==> src/rtl/core/lar_pkg.sv <==
// ----------------------------------------------------------------------------
// Lock actuator retry controller - package
// Operation and status codes, register indexes, reset values and shared types.
// ----------------------------------------------------------------------------
package lar_pkg;

    localparam logic [1:0] OP_TICK   = 2'd0;
    localparam logic [1:0] OP_LOCK   = 2'd1;
    localparam logic [1:0] OP_UNLOCK = 2'd2;

    localparam logic [1:0] ST_IDLE  = 2'd0;
    localparam logic [1:0] ST_OPER  = 2'd1;
    localparam logic [1:0] ST_LFAIL = 2'd2;
    localparam logic [1:0] ST_UFAIL = 2'd3;

    localparam logic [2:0] CFG_OPERATING_TIME = 3'd0;
    localparam logic [2:0] CFG_BREAK_TIME     = 3'd1;
    localparam logic [2:0] CFG_RETRY_LIMIT    = 3'd2;
    localparam logic [2:0] CFG_SENSE_POLARITY = 3'd3;
    localparam logic [2:0] CFG_SENSE_SETTLE   = 3'd4;

    localparam logic [9:0]  RST_OPERATING_TIME = 10'd300;
    localparam logic [15:0] RST_BREAK_TIME     = 16'd1000;
    localparam logic [7:0]  RST_RETRY_LIMIT    = 8'd5;
    localparam logic        RST_SENSE_POLARITY = 1'b0;
    localparam logic [15:0] RST_SENSE_SETTLE   = 16'd0;

    localparam logic [15:0] PRE_LOCK_DELAY_MS  = 16'd500;

    typedef struct packed {
        logic [9:0]  operating_time_ms;
        logic [15:0] break_time_ms;
        logic [7:0]  retry_limit;
        logic        sense_active_high;
        logic [15:0] sense_settle_ms;
    } lar_cfg_t;

    typedef struct packed {
        logic       busy_res;
        logic [1:0] lock_status;
        logic       drive_b;
        logic       drive_a;
    } lar_res_t;

    function automatic logic [15:0] sat_inc16(input logic [15:0] v);
        return (v == 16'hFFFF) ? v : v + 16'd1;
    endfunction

endpackage

==> src/rtl/core/lar_cfg_regs.sv <==
// ----------------------------------------------------------------------------
// Lock actuator retry controller - configuration registers
// Holds the five timing and polarity registers written over the config channel.
// ----------------------------------------------------------------------------
module lar_cfg_regs (
    input  logic              clk,
    input  logic              rst_n,
    input  logic              wr_en,
    input  logic [2:0]        wr_index,
    input  logic [15:0]       wr_data,
    output lar_pkg::lar_cfg_t cfg
);
    import lar_pkg::*;

    lar_cfg_t cfg_reg;
    lar_cfg_t cfg_next;

    always_comb
    begin
        cfg_next = cfg_reg;
        if (wr_en)
        begin
            unique case (wr_index)
                CFG_OPERATING_TIME: cfg_next.operating_time_ms = wr_data[9:0];
                CFG_BREAK_TIME:     cfg_next.break_time_ms     = wr_data;
                CFG_RETRY_LIMIT:    cfg_next.retry_limit       = wr_data[7:0];
                CFG_SENSE_POLARITY: cfg_next.sense_active_high = wr_data[0];
                CFG_SENSE_SETTLE:   cfg_next.sense_settle_ms   = wr_data;
                default:            cfg_next = cfg_reg;
            endcase
        end
    end

    always_ff @(posedge clk or negedge rst_n)
    begin
        if (!rst_n)
        begin
            cfg_reg.operating_time_ms <= RST_OPERATING_TIME;
            cfg_reg.break_time_ms     <= RST_BREAK_TIME;
            cfg_reg.retry_limit       <= RST_RETRY_LIMIT;
            cfg_reg.sense_active_high <= RST_SENSE_POLARITY;
            cfg_reg.sense_settle_ms   <= RST_SENSE_SETTLE;
        end
        else
        begin
            cfg_reg <= cfg_next;
        end
    end

    assign cfg = cfg_reg;

endmodule

==> src/rtl/core/lar_core.sv <==
// ----------------------------------------------------------------------------
// Lock actuator retry controller - sequencing core
// Phase machine, timers, request latches and attempt budget; one item a step.
// ----------------------------------------------------------------------------
module lar_core (
    input  logic              clk,
    input  logic              rst_n,
    input  logic              step_en,
    input  logic [1:0]        operation,
    input  logic              sense_level,
    input  lar_pkg::lar_cfg_t cfg,
    output lar_pkg::lar_res_t res_next
);
    import lar_pkg::*;

    localparam logic [2:0] PH_WAIT   = 3'd0;
    localparam logic [2:0] PH_PRE    = 3'd1;
    localparam logic [2:0] PH_DRIVE  = 3'd2;
    localparam logic [2:0] PH_SETTLE = 3'd3;
    localparam logic [2:0] PH_BREAK  = 3'd4;

    logic [2:0]  phase_reg,          phase_next;
    logic [15:0] timer_reg,          timer_next;
    logic [7:0]  attempts_reg,       attempts_next;
    logic        pend_lock_reg,      pend_lock_next;
    logic        pend_unlock_reg,    pend_unlock_next;
    logic        dir_lock_reg,       dir_lock_next;
    logic        retry_reg,          retry_next;
    logic [15:0] since_reg,          since_next;
    logic [1:0]  status_reg,         status_next;

    logic locked;
    logic attempt_ok;

    always_comb
    begin
        phase_next       = phase_reg;
        timer_next       = timer_reg;
        attempts_next    = attempts_reg;
        pend_lock_next   = pend_lock_reg;
        pend_unlock_next = pend_unlock_reg;
        dir_lock_next    = dir_lock_reg;
        retry_next       = retry_reg;
        since_next       = since_reg;
        status_next      = status_reg;
        locked           = (sense_level == cfg.sense_active_high);
        attempt_ok       = 1'b0;

        unique case (operation)
            OP_LOCK:
            begin
                pend_lock_next = 1'b1;
                status_next    = ST_OPER;
                attempts_next  = cfg.retry_limit;
            end
            OP_UNLOCK:
            begin
                pend_unlock_next = 1'b1;
                status_next      = ST_OPER;
                attempts_next    = cfg.retry_limit;
            end
            OP_TICK:
            begin
                since_next = sat_inc16(since_reg);
                if (phase_reg == PH_WAIT)
                begin
                    if (pend_lock_reg || pend_unlock_reg || retry_reg)
                    begin
                        // unlock (fresh or retried) wins; only a fresh lock waits first
                        if (pend_unlock_reg || (retry_reg && !dir_lock_reg))
                        begin
                            dir_lock_next = 1'b0;
                            phase_next    = PH_DRIVE;
                        end
                        else if (pend_lock_reg)
                        begin
                            dir_lock_next = 1'b1;
                            phase_next    = PH_PRE;
                        end
                        else
                        begin
                            dir_lock_next = 1'b1;
                            phase_next    = PH_DRIVE;
                        end
                        pend_lock_next   = 1'b0;
                        pend_unlock_next = 1'b0;
                        retry_next       = 1'b0;
                        timer_next       = '0;
                    end
                end
                else
                begin
                    timer_next = sat_inc16(timer_reg);
                end

                // phases only move forward, so one pass of the cascade resolves
                // every zero-length phase in the same tick
                if (phase_next == PH_PRE && timer_next >= PRE_LOCK_DELAY_MS)
                begin
                    phase_next = PH_DRIVE;
                    timer_next = '0;
                end
                if (phase_next == PH_DRIVE &&
                    timer_next >= {6'd0, cfg.operating_time_ms})
                begin
                    phase_next = PH_SETTLE;
                    timer_next = '0;
                end
                if (phase_next == PH_SETTLE && timer_next >= cfg.sense_settle_ms)
                begin
                    attempt_ok = dir_lock_next ? locked : !locked;
                    if (attempt_ok)
                    begin
                        status_next = ST_IDLE;
                    end
                    else if (attempts_next > 8'd1)
                    begin
                        attempts_next = attempts_next - 8'd1;
                        retry_next    = 1'b1;
                    end
                    else
                    begin
                        status_next = dir_lock_next ? ST_LFAIL : ST_UFAIL;
                    end
                    phase_next = PH_BREAK;
                    timer_next = '0;
                end
                if (phase_next == PH_BREAK && since_next >= cfg.break_time_ms)
                begin
                    since_next = '0;
                    phase_next = PH_WAIT;
                    timer_next = '0;
                end
            end
            default:
            begin
                // code three: no change
                phase_next = phase_reg;
            end
        endcase
    end

    always_comb
    begin
        res_next.drive_a     = 1'b0;
        res_next.drive_b     = 1'b0;
        res_next.lock_status = status_next;
        res_next.busy_res    = (phase_next != PH_WAIT);
        if (phase_next == PH_DRIVE)
        begin
            res_next.drive_a = dir_lock_next;
            res_next.drive_b = !dir_lock_next;
        end
        else if (phase_next == PH_SETTLE)
        begin
            res_next.drive_a = 1'b1;
            res_next.drive_b = 1'b1;
        end
    end

    always_ff @(posedge clk or negedge rst_n)
    begin
        if (!rst_n)
        begin
            phase_reg       <= PH_WAIT;
            timer_reg       <= '0;
            attempts_reg    <= '0;
            pend_lock_reg   <= 1'b0;
            pend_unlock_reg <= 1'b0;
            dir_lock_reg    <= 1'b0;
            retry_reg       <= 1'b0;
            since_reg       <= '0;
            status_reg      <= ST_IDLE;
        end
        else if (step_en)
        begin
            phase_reg       <= phase_next;
            timer_reg       <= timer_next;
            attempts_reg    <= attempts_next;
            pend_lock_reg   <= pend_lock_next;
            pend_unlock_reg <= pend_unlock_next;
            dir_lock_reg    <= dir_lock_next;
            retry_reg       <= retry_next;
            since_reg       <= since_next;
            status_reg      <= status_next;
        end
    end

endmodule

==> src/rtl/core/lock_actuator_retry_controller_top.sv <==
// ----------------------------------------------------------------------------
// Lock actuator retry controller - top level
// Socket lock motor driver with retries, break wait and sensor check.
//
//   channel  dir  payload                                  handshake
//   s_*      in   tuser: operation; tdata: sense_level     s_tvalid/s_tready
//   m_*      out  tdata: drive_a, drive_b, status, busy    m_tvalid/m_tready
//   cfg_*    in   cfg_index, cfg_data                      cfg_valid/cfg_ready
//
// One item per cycle sustained while no result stalls; each input beat passes
// the input register, then the phase/timer update into the result register.
// rst_n clears all control state and loads register defaults; no clear pass.
// A stalled result holds in the output register; the input register keeps
// taking beats until both stages are full, and a released stall resumes at
// one beat per cycle with no bubble. cfg_ready is always high.
// ----------------------------------------------------------------------------
module lock_actuator_retry_controller_top (
    input  logic        clk,
    input  logic        rst_n,
    input  logic        s_tvalid,
    output logic        s_tready,
    input  logic [7:0]  s_tdata,   // [0] sense_level, [7:1] zero
    input  logic [1:0]  s_tuser,   // [1:0] operation
    output logic        m_tvalid,
    input  logic        m_tready,
    output logic [7:0]  m_tdata,   // [0] drive_a, [1] drive_b, [3:2] lock_status,
                                   // [4] busy_res, [7:5] zero
    input  logic        cfg_valid,
    output logic        cfg_ready,
    input  logic [2:0]  cfg_index,
    input  logic [15:0] cfg_data
);
    import lar_pkg::*;

    logic       in_valid_reg;
    logic [1:0] in_op_reg;
    logic       in_sense_reg;
    logic       out_valid_reg, out_valid_next;
    lar_res_t   out_res_reg;
    lar_res_t   res_next;
    lar_cfg_t   cfg;
    logic       step_en;
    logic       in_take;

    assign cfg_ready = 1'b1;
    assign step_en   = in_valid_reg && (!out_valid_reg || m_tready);
    assign s_tready  = !in_valid_reg || step_en;
    assign in_take   = s_tvalid && s_tready;

    always_comb
    begin
        out_valid_next = out_valid_reg;
        if (step_en)
        begin
            out_valid_next = 1'b1;
        end
        else if (m_tready)
        begin
            out_valid_next = 1'b0;
        end
    end

    lar_cfg_regs u_cfg (
        .clk      (clk),
        .rst_n    (rst_n),
        .wr_en    (cfg_valid),
        .wr_index (cfg_index),
        .wr_data  (cfg_data),
        .cfg      (cfg)
    );

    lar_core u_core (
        .clk         (clk),
        .rst_n       (rst_n),
        .step_en     (step_en),
        .operation   (in_op_reg),
        .sense_level (in_sense_reg),
        .cfg         (cfg),
        .res_next    (res_next)
    );

    always_ff @(posedge clk or negedge rst_n)
    begin
        if (!rst_n)
        begin
            in_valid_reg  <= 1'b0;
            out_valid_reg <= 1'b0;
        end
        else
        begin
            if (in_take)
            begin
                in_valid_reg <= 1'b1;
            end
            else if (step_en)
            begin
                in_valid_reg <= 1'b0;
            end
            out_valid_reg <= out_valid_next;
        end
    end

    always_ff @(posedge clk)
    begin
        if (in_take)
        begin
            in_op_reg    <= s_tuser;
            in_sense_reg <= s_tdata[0];
        end
        if (step_en)
        begin
            out_res_reg <= res_next;
        end
    end

    assign m_tvalid = out_valid_reg;
    assign m_tdata  = {3'd0, out_res_reg.busy_res, out_res_reg.lock_status,
                       out_res_reg.drive_b, out_res_reg.drive_a};

endmodule

==> config.mk <==
export PLATFORM = sky130hd
export DESIGN_NAME = lock_actuator_retry_controller_top
export DESIGN_NICKNAME = d
export VERILOG_FILES = /design/src/rtl/core/lar_pkg.sv /design/src/rtl/core/lar_cfg_regs.sv /design/src/rtl/core/lar_core.sv /design/src/rtl/core/lock_actuator_retry_controller_top.sv
export SDC_FILE = /design/constraint.sdc
export NUM_CORES = 1
export LEC_CHECK = 0
export BUFFER_PORTS_ARGS = -buffer_cell sky130_fd_sc_hd__buf_2
export CAP_MARGIN = 20
export CORE_MARGIN = 1.5
export CORE_UTILIZATION = 60
export CTS_BUF_LIST = sky130_fd_sc_hd__clkbuf_4
export DETAILED_ROUTE_END_ITERATION = 7
export PLACE_DENSITY = 0.85
export SYNTH_ARGS = -nofsm -noshare
export SYNTH_HDL_FRONTEND = slang
export SYNTH_SLANG_ARGS = --single-unit
==> constraint.sdc <==
create_clock -name clk -period 10.3 [get_ports clk]
set_input_delay 1.545 -clock clk [delete_from_list [all_inputs] [get_ports clk]]
set_output_delay 1.545 -clock clk [all_outputs]
set_load 0.02 [all_outputs]
---- After elaboration in Yosys (flattened, before gate mapping) ----
Cells that the tools add are included.
storage, ports and cells
  bits in registers ....................... 110
  bits in latches ......................... 0
  RAM bits ................................ 0
  ROM bits ................................ 0
  bits of input ports ..................... 34
  word-level logic and storage cells ...... 141
  memories kept ........................... 0
cells by class
  $add $sub $neg .......................... 3
  multiply operators ...................... 0
  div/mod/pow operators ................... 0
  magnitude comparators ................... 5
  eq/ne operators ......................... 20
  shift operators ......................... 0
  mux-type cells .......................... 55
  bitwise operators ....................... 0
  reductions and logical operators ........ 36
operators with widths
  operator                                                            count
  two-way mux 16 bit                                                  12
  two-way mux 3 bit                                                   12
  adder 16 x 1 -> 16 bit, second input constant                       2
  == test 16 bit, second input constant                               2
  greater-or-equal comparator 16 bit                                  2
  two-way mux 8 bit                                                   3
  == test 3 x 2 -> 1 bit, second input constant                       6
  two-way mux 1 bit                                                   18
  greater-or-equal comparator 16 x 10 -> 1 bit                        1
  greater-or-equal comparator 16 x 9 -> 1 bit, second input constant  1
  one-hot mux 8 bit (2 select lines)                                  1
  two-way mux 2 bit                                                   6
  AND reduction 2 bit                                                 6
  nonzero test 2 bit                                                  5
  > comparator 8 x 1 -> 1 bit, second input constant                  1
  != test 2 x 1 -> 1 bit, second input constant                       4
  AND reduction 4 bit                                                 2
  subtractor 8 x 1 -> 8 bit, second input constant                    1
  logical AND 1 bit                                                   7
  == test 3 x 1 -> 1 bit, second input constant                       2
  == test 3 bit, second input constant                                2
  zero test 3 bit                                                     2
  zero test 1 bit                                                     5
  logical OR 1 bit                                                    5
  10 further kinds                                                    11

---- Depth between registers and ports, before layout ----
Gate-level depths: netlist (run 1).
  depth in word-level cells ............... 26
  gate-level depth with buffers ........... 31
  mapped depth without buffers ............ 26

---- Hierarchy ----
From an unflattened synthesis (run 1), not the netlist that was laid out.
unflattened totals
  cells, all modules ...................... 809
  area total of the unflattened synthesis .. 7564.8 sq um
by module, submodules not included
  module                              instances  cells an instance  area an instance (sq um)
  lar_core                            1          674                5121.2
  lar_cfg_regs                        1          113                2062.0
  lock_actuator_retry_controller_top  1          22                 381.6

---- Least setup slack after synthesis (run 1) ----
No wires, ideal clock.
  path type ............................... flip-flop to flip-flop
  start ................................... reg u_core.timer_reg[0]
  end ..................................... reg u_core.timer_reg[2]
  library setup time ...................... 0.075 ns
  data arrival time ....................... 6.465 ns
  required time ........................... 10.225 ns
  path slack .............................. 3.760 ns
  cell stages (with the launch flop) ...... 30
  period minus slack after synthesis ...... 6.540 ns
  path through ............................ dfrtp_1 ha_1 nand3_1 or4_4 nand4_1 mux2_2 and4_1 a31oi_1 clkbuf_1 nor2_1 ha_1 or4_1 o21ai_0 a21oi_1 nor3_1 o21bai_1 clkbuf_1 nor2_1 ha_1 o2111ai_1 a21oi_1 a2111oi_0 o31ai_1 a21oi_1 a211o_1 nand2_4 or3_1 buf_6 buf_6 o21ai_2
on the way
  cells in the longest elaborated chain, start to end .. 19
  elaborated cells on any way between the ends .. 28
  classes of those cells .................. add/sub: 1; order compare: 3; eq/ne: 4; mux: 16; reduce/logical: 4
ends and longest elaborated chain
  what                                                                                 line             source
  start, declared                                                                      lar_core.sv:23   logic [15:0] timer_reg, timer_next;
  start signal, assigned                                                               lar_core.sv:178  timer_reg <= timer_next;
  adder 16 x 1 -> 16 bit / == test 16 bit (equally long branches)                      lar_pkg.sv:46    return (v == 16'hFFFF) ? v : v + 16'd1;
  two-way mux 16 bit                                                                   lar_pkg.sv:46
  two-way mux 16 bit *                                                                 lar_core.sv:65   if (phase_reg == PH_WAIT)
  two-way mux 16 bit *                                                                 lar_core.sv:49   unique case (operation)
  greater-or-equal comparator 16 x 9 -> 1 bit                                          lar_core.sv:98   if (phase_next == PH_PRE && timer_next >= PRE_LOCK_DELAY_MS)
  logical AND 1 bit                                                                    lar_core.sv:98
  two-way mux 16 bit / two-way mux 3 bit (equally long branches)                       lar_core.sv:98
  two-way mux 16 bit / two-way mux 3 bit (equally long branches)                       lar_core.sv:49
  [3 not listed]                                                                       --
  two-way mux 16 bit / two-way mux 3 bit (equally long branches)                       lar_core.sv:49
  greater-or-equal comparator 16 bit / == test 3 x 2 -> 1 bit (equally long branches)  lar_core.sv:109  if (phase_next == PH_SETTLE && timer_next >= cfg.sense_settle_ms)
  logical AND 1 bit                                                                    lar_core.sv:109
  two-way mux 3 bit                                                                    lar_core.sv:109
  two-way mux 3 bit                                                                    lar_core.sv:49
  == test 3 bit                                                                        lar_core.sv:128  if (phase_next == PH_BREAK && since_next >= cfg.break_time_ms)
  logical AND 1 bit                                                                    lar_core.sv:128
  two-way mux 16 bit *                                                                 lar_core.sv:128
Every way passes the cells marked *; elsewhere a longest branch is shown, timed or not. The select of a mux whose other input is x is not followed.
A chain may end at the register's enable or synchronous reset.

---- Final worst setup path (run 1) ----
  start ................................... reg u_core.phase_reg[2]
  end ..................................... reg u_core.timer_reg[12]
on the way
  cells in the longest elaborated chain, start to end .. 18
  elaborated cells on any way between the ends .. 29
  classes of those cells .................. order compare: 3; eq/ne: 4; mux: 17; reduce/logical: 5
ends and longest elaborated chain
  what                                                                                           line                              source
  start, declared                                                                                lar_core.sv:22                    logic [2:0] phase_reg, phase_next;
  start signal, assigned                                                                         lar_core.sv:177                   phase_reg <= phase_next;
  zero test 3 bit / two-way mux 3 bit (equally long branches)                                    lar_core.sv:65, lar_core.sv:67
  two-way mux 16 bit / two-way mux 3 bit (equally long branches)                                 lar_core.sv:65
  two-way mux 16 bit / two-way mux 3 bit (equally long branches)                                 lar_core.sv:49
  greater-or-equal comparator 16 x 9 -> 1 bit / == test 3 x 1 -> 1 bit (equally long branches)   lar_core.sv:98
  logical AND 1 bit                                                                              lar_core.sv:98
  two-way mux 16 bit / two-way mux 3 bit (equally long branches)                                 lar_core.sv:98
  two-way mux 16 bit / two-way mux 3 bit (equally long branches)                                 lar_core.sv:49
  greater-or-equal comparator 16 x 10 -> 1 bit / == test 3 x 2 -> 1 bit (equally long branches)  lar_core.sv:104, lar_core.sv:103
  [2 not listed]                                                                                 --
  two-way mux 16 bit / two-way mux 3 bit (equally long branches)                                 lar_core.sv:49
  greater-or-equal comparator 16 bit / == test 3 x 2 -> 1 bit (equally long branches)            lar_core.sv:109
  logical AND 1 bit                                                                              lar_core.sv:109
  two-way mux 3 bit                                                                              lar_core.sv:109
  two-way mux 3 bit                                                                              lar_core.sv:49
  == test 3 bit                                                                                  lar_core.sv:128
  logical AND 1 bit                                                                              lar_core.sv:128
  two-way mux 16 bit *                                                                           lar_core.sv:128
Marks and branches as above.

==> qor.csv, run 1 <==
stage,metric,value,unit
outcome,outcome,completed,
synthesis,Async SR Flop Fraction,92.7,%
finish,"Non-Filler Cell Area, Final",0.00742,mm^2
drt,Vias,5987,
drt,DRC Markers,0,
drt,Via density,6.21,
critical_path,CP Capture Point,u_core.timer_reg[12]$_DFFE_PN0P_,
run,max_cap viols,0,
clocking,CTS root buf,clkbuf_4,
finish,area delta synth->final,5.44,%
clocking,CTS Buffer Depth,2,
synthesis,sequential fraction of the synthesis area,39.9,%
critical_path,"CP delay by family, top",compound AO/OA/AOI/OAI gates,
critical_path,Slowest Stage Delay on Critical Path,0.85,ns
critical_path,Critical Path RT,10.70,ns
power_and_ir_drop,P per Cell Area,166,mW/mm^2
drt,"wirelength, routed",16300,um
die,die width,111,um
critical_path,R2R Setup Slk,2.11,ns
timing,crit path time final,8.19,ns
timing,fmax,122,MHz
grt,initial antenna violation count,0,
finish,ANT cells,0,
drt,ANT nets after route,0,
clocking,CTS tree,done,
drt,DRT iter0 DRCs,529,
grt,global-route layer with the greatest usage,met2,
critical_path,worst r2r src,u_core.phase_reg[2]$_DFFE_PN0P_,
worst_hold_path,Hold Path Class,register to register,
finish,Largest register FFs,51,
critical_path,CP startpoint kind,register,
clocking,Clock Sinks,110,
clocking,H-tree Lvls,3,
die,Row Count,39,
grt,Total GRT Usage,27.0,%
synthesis,synth warn,0,
synthesis,Synth cell types,75,
finish,footprint of the multi-input gates,0.00387,mm^2
finish,"leading cell type in the layout, fill and taps excluded",nand2_1,
critical_path,Crit. Startpoint,u_core.phase_reg[2]$_DFFE_PN0P_,
critical_path,"most used cell, CP",a21oi_1,
clocking,CTS Buf Count,9,
timing,Setup Skew,0.0146,ns
placement,hpwl dp,12100,um
finish,most frequent cells in the layout,"nand2_1, dfrtp_1, o21ai_0",
drt,First-pass DRT Iterations,5,
critical_path,RR Endpoint,u_core.timer_reg[12]$_DFFE_PN0P_,
grt,met1 Use GR,35.3,%
finish,layout filler cell count,953,
synthesis,Post-synth EDFFs,8,
grt,GR Layer Usage met3,3.99,%
critical_path,worst path bufs/invs,1,
grt,grt met2 use,46.6,%
die,die area,0.0124,mm^2
timing,Final Hold Fails,0,
synthesis,Gate Count Post-Synth,802,
timing,crit share post-route,79.5,%
finish,layout cell share with drive strength beyond 1,14.0,%
synthesis,Main synth FF type,dfrtp_1,
critical_path,Worst path depth,25,
timing,final setup fails,0,
drt,wire length per cell,16.9,um
power_and_ir_drop,peak supply drop,161,uV
critical_path,kind of critical path,register to register,
timing,slew margin rel.,30.6,%
synthesis,synthesis-stage register bit count,110,
synthesis,mean area per synthesized cell,8.78,um^2
placement,area post-placement,0.00729,mm^2
die,core area,0.0114,mm^2
clocking,"Reg clk slew, reported paths",0.17,ns
critical_path,maximum fanout along the worst path,15,
grt,total global routing overflow,0,
timing,Slew @ Worst Pin,1.03,ns
die,Die Y,111,um
placement,GP Congestion,0.880,
critical_path,CP max stage cell,nor3_1,
critical_path,r2r worst-path depth,25,
synthesis,mapped cell area,0.00704,mm^2
placement,I/O Buffers,33,
clocking,postcts setup bufs,0,
grt,vias in the first global route,5731,
grt,first-pass GRT wire length,27500,um
power_and_ir_drop,P_leak,0.00330,uW
critical_path,Setup crit end kind,register,
clocking,Worst-Skew Late Latency,0.49,ns
finish,register area,0.00281,mm^2
timing,Final Max Slew Viols,0,
critical_path,CP arrival,8.59,ns
grt,largest net degree at the start of global routing,68,
clocking,Hold Buf Count CTS,0,
clocking,CTS resizes,0,
die,I/O pin count,45,
timing,TNS Setup,0,ns
timing,unrepaired setup endpoints after global routing,false,
finish,nets@finish,901,
die,Initial Utilization,61.6,%
Yosys cell counts, types with 8 or more instances:
library cell | instances | area share, %
inv_1 | 54 | 2.9
xnor2_1 | 9 | 1.1
nor2_1 | 61 | 3.3
nand2_1 | 119 | 6.3
mux2_2 | 14 | 2.2
a31oi_1 | 11 | 0.98
nor3_1 | 24 | 1.7
clkbuf_1 | 26 | 1.4
dfstp_2 | 12 | 4.5
a21oi_1 | 27 | 1.9
nor4_1 | 8 | 0.71
o21ai_2 | 10 | 1.2
ha_1 | 50 | 8.9
a21o_1 | 9 | 0.96
and3_1 | 9 | 0.80
nand4_1 | 10 | 0.89
nand3_1 | 18 | 1.3
o21ai_0 | 83 | 5.9
dfrtp_1 | 90 | 32
edfxtp_1 | 8 | 3.4
nand2b_1 | 11 | 0.98
metrics by stage:
step	hold slack [ns]	total power [uW]	util, %	instances	worst slack, ns
2_1_floorplan	0.457	902	-	804	3.76
3_3_place_gp	0.466	992	63.8	948	2.26
3_5_place_dp	0.489	1020	63.8	948	2.02
4_1_cts	0.520	1230	64.9	963	1.98
5_1_grt	0.560	1310	65.0	964	1.45
6_report	0.518	1230	65.0	964	2.11
routing by layer:
layer,wire length (um),vias up
li1,-,2880
met1,7060,2917
met2,8280,164
met3,704,26
met4,272,0
met5,0,-
kinds of logic (layout without fill, tap and decap cells):
logic type	Yosys count	in the layout	synth area share (%)
AO/OA/AOI/OAI	212	212	19.9
XOR/XNOR	14	14	1.74
adder cells (fa/ha/maj)	50	50	8.89
buffers and inverters	94	111	5.58
flip-flops	110	110	39.9
multiplexers	22	22	3.45
other	2	4	0.107
AND/OR/NAND/NOR	298	298	20.5
power by group:
part	internal (uW)	switching (uW)
logic	161	271
registers	525	63.9
clock network	53.0	154
total	739	489
final cells by class:
cell class,count,share of cell area (%)
timing repair buffer,42,3.17
inverter,54,2.73
tap,143,2.41
clock buffer,9,0.910
clock inverter,6,0.776
sequential,110,37.8
multi-input combinational,600,52.2
worst min-delay path by stage:
stage                              startpoint                         to  depth (start not counted)
floorplan            in_valid_reg$_DFFE_PN0P_       m_tvalid$_DFFE_PN0P_                          1
global placement     in_valid_reg$_DFFE_PN0P_       m_tvalid$_DFFE_PN0P_                          1
detailed placement   in_valid_reg$_DFFE_PN0P_       m_tvalid$_DFFE_PN0P_                          1
CTS                  in_valid_reg$_DFFE_PN0P_       m_tvalid$_DFFE_PN0P_                          1
global route        u_cfg.cfg[23]$_DFFE_PN0P_  u_cfg.cfg[23]$_DFFE_PN0P_                          1
finish               in_valid_reg$_DFFE_PN0P_       m_tvalid$_DFFE_PN0P_                          1
Note: power is estimated with default switching activity, not from simulation.
==> run 2: changes to the inputs <==
--- a/config.mk
+++ b/config.mk
@@ -5,6 +5,7 @@
 export SDC_FILE = /design/constraint.sdc
 export NUM_CORES = 1
 export LEC_CHECK = 0
+export ABC_AREA = 1
 export BUFFER_PORTS_ARGS = -buffer_cell sky130_fd_sc_hd__buf_2
 export CAP_MARGIN = 20
 export CORE_MARGIN = 1.5
==> constraint.sdc (replaced) <==
create_clock -name clk -period 8.15 [get_ports clk]
set_input_delay 1.2225 -clock clk [delete_from_list [all_inputs] [get_ports clk]]
set_output_delay 1.2225 -clock clk [all_outputs]
set_load 0.02 [all_outputs]
==> qor.csv, run 2 <==
stage,metric,value,unit,change
outcome,outcome,completed,,
timing,Final Hold Fails,0,,unchanged
synthesis,Synth area leaders,"dfrtp_1, nand2_1, ha_1",,
power_and_ir_drop,peak supply drop,187,uV,+16%
worst_hold_path,Hold Path Class,register to register,,
timing,final setup fails,0,,unchanged
synthesis,mean area per synthesized cell,7.48,um^2,-15%
power_and_ir_drop,P_leak,0.00378,uW,+15%
synthesis,Main synth FF type,dfrtp_1,,
finish,nets@finish,1065,,+18%
clocking,CTS root buf,clkbuf_4,,
timing,crit share post-route,87.0,%,+7.5 points
grt,total global routing overflow,0,,unchanged
power_and_ir_drop,P per Cell Area,353,mW/mm^2,+110%
die,Die Y,112,um,+0.94%
power_and_ir_drop,cell internal pwr,1340,uW,+82%
power_and_ir_drop,Sequential Power Share,32.5,%,-15 points
synthesis,post-synth top area share,31.4,%,-0.61 points
die,Row Count,39,,unchanged
die,Initial Utilization,62.3,%,+0.66 points
timing,Slew @ Worst Pin,1.01,ns,-0.0245 ns
synthesis,mapped cell area,0.00717,mm^2,+1.9%
synthesis,Gate Count Post-Synth,959,,+20%
finish,"leading cell type in the layout, fill and taps excluded",nand2_1,,
critical_path,CP max stage cell,nor3_4,,
die,die width,112,um,+0.94%
clocking,Clock Sinks,110,,unchanged
clocking,H-tree Lvls,3,,unchanged
run,max_cap viols,0,,unchanged
drt,"wirelength, routed",16300,um,-0.13%
die,core area,0.0115,mm^2,+0.85%
finish,layout cell share with drive strength beyond 1,11.2,%,-2.9 points
critical_path,Critical Path RT,8.56,ns,-2.14 ns
power_and_ir_drop,Sw Share,49.8,%,+10 points
synthesis,synth cell count leaders,"nand2_1, inv_1, o21ai_0, dfrtp_1, nor2_1",,
timing,TNS Setup,0,ns,unchanged
drt,Vias,6285,,+5.0%
synthesis,synth warn,0,,unchanged
grt,vias in the first global route,5842,,+1.9%
timing,crit path time final,7.09,ns,-1.10 ns
clocking,CTS Buf Count,9,,unchanged
timing,Setup Skew,0.0222,ns,+0.00755 ns
critical_path,Slowest Stage Delay on Critical Path,0.56,ns,-0.29 ns
clocking,postcts setup bufs,0,,unchanged
placement,I/O Buffers,33,,unchanged
placement,hpwl dp,12100,um,-0.34%
clocking,Hold Buf Count CTS,0,,unchanged
timing,Final Max Slew Viols,0,,unchanged
critical_path,"most used cell, CP",nand2_1,,
critical_path,maximum fanout along the worst path,27,,+12
synthesis,sequential fraction of the synthesis area,39.1,%,-0.76 points
finish,layout filler cell count,1011,,+6.1%
power_and_ir_drop,switching power,1330,uW,+170%
drt,First-pass DRT Iterations,7,,+2
critical_path,Setup crit end kind,register,,
placement,GP Congestion,0.911,,+3.6%
clocking,CTS Buffer Depth,2,,unchanged
synthesis,Post-synth EDFFs,8,,unchanged
critical_path,R2R Setup Slk,1.06,ns,-1.05 ns
die,die area,0.0126,mm^2,+1.9%
clocking,CTS tree,done,,
power_and_ir_drop,clock power share,11.1,%,-5.8 points
critical_path,CP startpoint kind,register,,
placement,cell count after placement,1112,,+17%
clocking,"Reg clk slew, reported paths",0.18,ns,about the same
grt,largest net degree at the start of global routing,60,,-12%
synthesis,Synth cell types,46,,-39%
finish,Largest register FFs,51,,unchanged
timing,slew margin rel.,32.6,%,+2.0 points
timing,fmax,141,MHz,+15%
synthesis,cell taking the most area after synthesis,dfrtp_1,,
drt,wire length per cell,14.4,um,-15%
finish,final core occ,65.8,%,+0.79 points
grt,initial antenna violation count,1,,+1
timing,unrepaired setup endpoints after global routing,false,,
synthesis,synthesis-stage register bit count,110,,unchanged
drt,ANT nets after route,0,,unchanged
grt,first-pass GRT wire length,27500,um,+0.15%
timing,Hold Slack,0.503,ns,-0.0145 ns
synthesis,Async SR Flop Fraction,92.7,%,unchanged
power_and_ir_drop,Combinational Power Share,56.4,%,+21 points
finish,area delta synth->final,5.58,%,
synthesis,cell with the most instances after synthesis,nand2_1,,
critical_path,kind of critical path,register to register,,
drt,Via density,5.56,,-10%
drt,DRT iter0 DRCs,520,,-1.7%
clocking,CTS resizes,0,,unchanged
clocking,Worst-Skew Late Latency,0.52,ns,+0.03 ns
finish,most frequent cells in the layout,"nand2_1, inv_1, o21ai_0",,
critical_path,CP arrival,7.50,ns,-1.09 ns
drt,DRC Markers,0,,unchanged
grt,Total GRT Usage,27.3,%,+0.30 points
finish,Finished Layout Cells,1130,,+17%
die,I/O pin count,45,,unchanged
-- run 2: worst paths after layout --
kind,from,endpoint,cells after the start
max in group asynchronous,rst_n,u_core.phase_reg[2]$_DFFE_PN0P_,2
min reg2reg,u_cfg.cfg[32]$_DFFE_PN1P_,u_cfg.cfg[32]$_DFFE_PN1P_,2
max reg2reg,u_core.phase_reg[0]$_DFFE_PN0P_,u_core.since_reg[2]$_DFFE_PN0P_,41
min,u_cfg.cfg[32]$_DFFE_PN1P_,u_cfg.cfg[32]$_DFFE_PN1P_,2
min in group asynchronous,rst_n,u_core.since_reg[2]$_DFFE_PN0P_,1
max,u_core.phase_reg[0]$_DFFE_PN0P_,u_core.since_reg[2]$_DFFE_PN0P_,41
-- run 2: routing by layer --
layer	vias to the layer above	part of all wire, %	global-route usage, %	routed length [um]
met1	2922	45	37.5	7310
met2	196	46	43.7	7580
li1	3134	-	-	-
met3	33	6.0	4.81	974
met4	0	2.7	10.3	434
met5	-	0	0	0
-- run 2: stage by stage --
step           setup slack, ns  total power, uW  cell area (um^2)
2_1_floorplan             2.96             2030              7180
3_3_place_gp              1.35             2300              7410
3_5_place_dp              1.29             2360              7410
4_1_cts                   1.24             2660              7560
5_1_grt                  0.405             2940              7570
6_report                  1.06             2670              7570
-- run 2: cells by family after synthesis --
kind of cell    after synthesis  synth area share [%]
xor+xnor                     17                  2.08
flops                       110                  39.1
other cells                   2                 0.105
buf+inv                     179                  9.96
fa+ha+maj                    50                  8.72
compound gates              165                  12.3
simple gates                436                  27.7
-- run 2: worst max-delay path, delay by kind of cell, from the launching register on --
family,cells,cell delay (ns)
simple gates,28,4.13
buf+inv,3,0.57
flops,1,0.48
fa+ha+maj,2,0.43
compound gates,8,1.38
-- run 2: final cells by class --
| type | instances | area (um^2) | share of cell area [%] |
|---|---|---|---|
| multi-input cells | 672 | 3670 | 48.4 |
| flip-flops and latches | 110 | 2810 | 37.1 |
| inverters | 152 | 576 | 7.60 |
| repair buffers | 36 | 194 | 2.56 |
| well taps | 143 | 179 | 2.36 |
| clock inverters | 7 | 81.3 | 1.07 |
| clock buffers | 9 | 67.6 | 0.892 |
| diodes | 1 | 2.50 | 0.0330 |
-- run 2: power groups by stage --
| stage | combinational, uW | sequential, uW | clock, uW |
|---|---|---|---|
| 2_1_floorplan | 1170 | 851 | 0 |
| 3_3_place_gp | 1430 | 869 | 0 |
| 3_5_place_dp | 1480 | 876 | 0 |
| 4_1_cts | 1490 | 866 | 302 |
| 5_1_grt | 1730 | 890 | 321 |
| 6_report | 1510 | 869 | 296 |
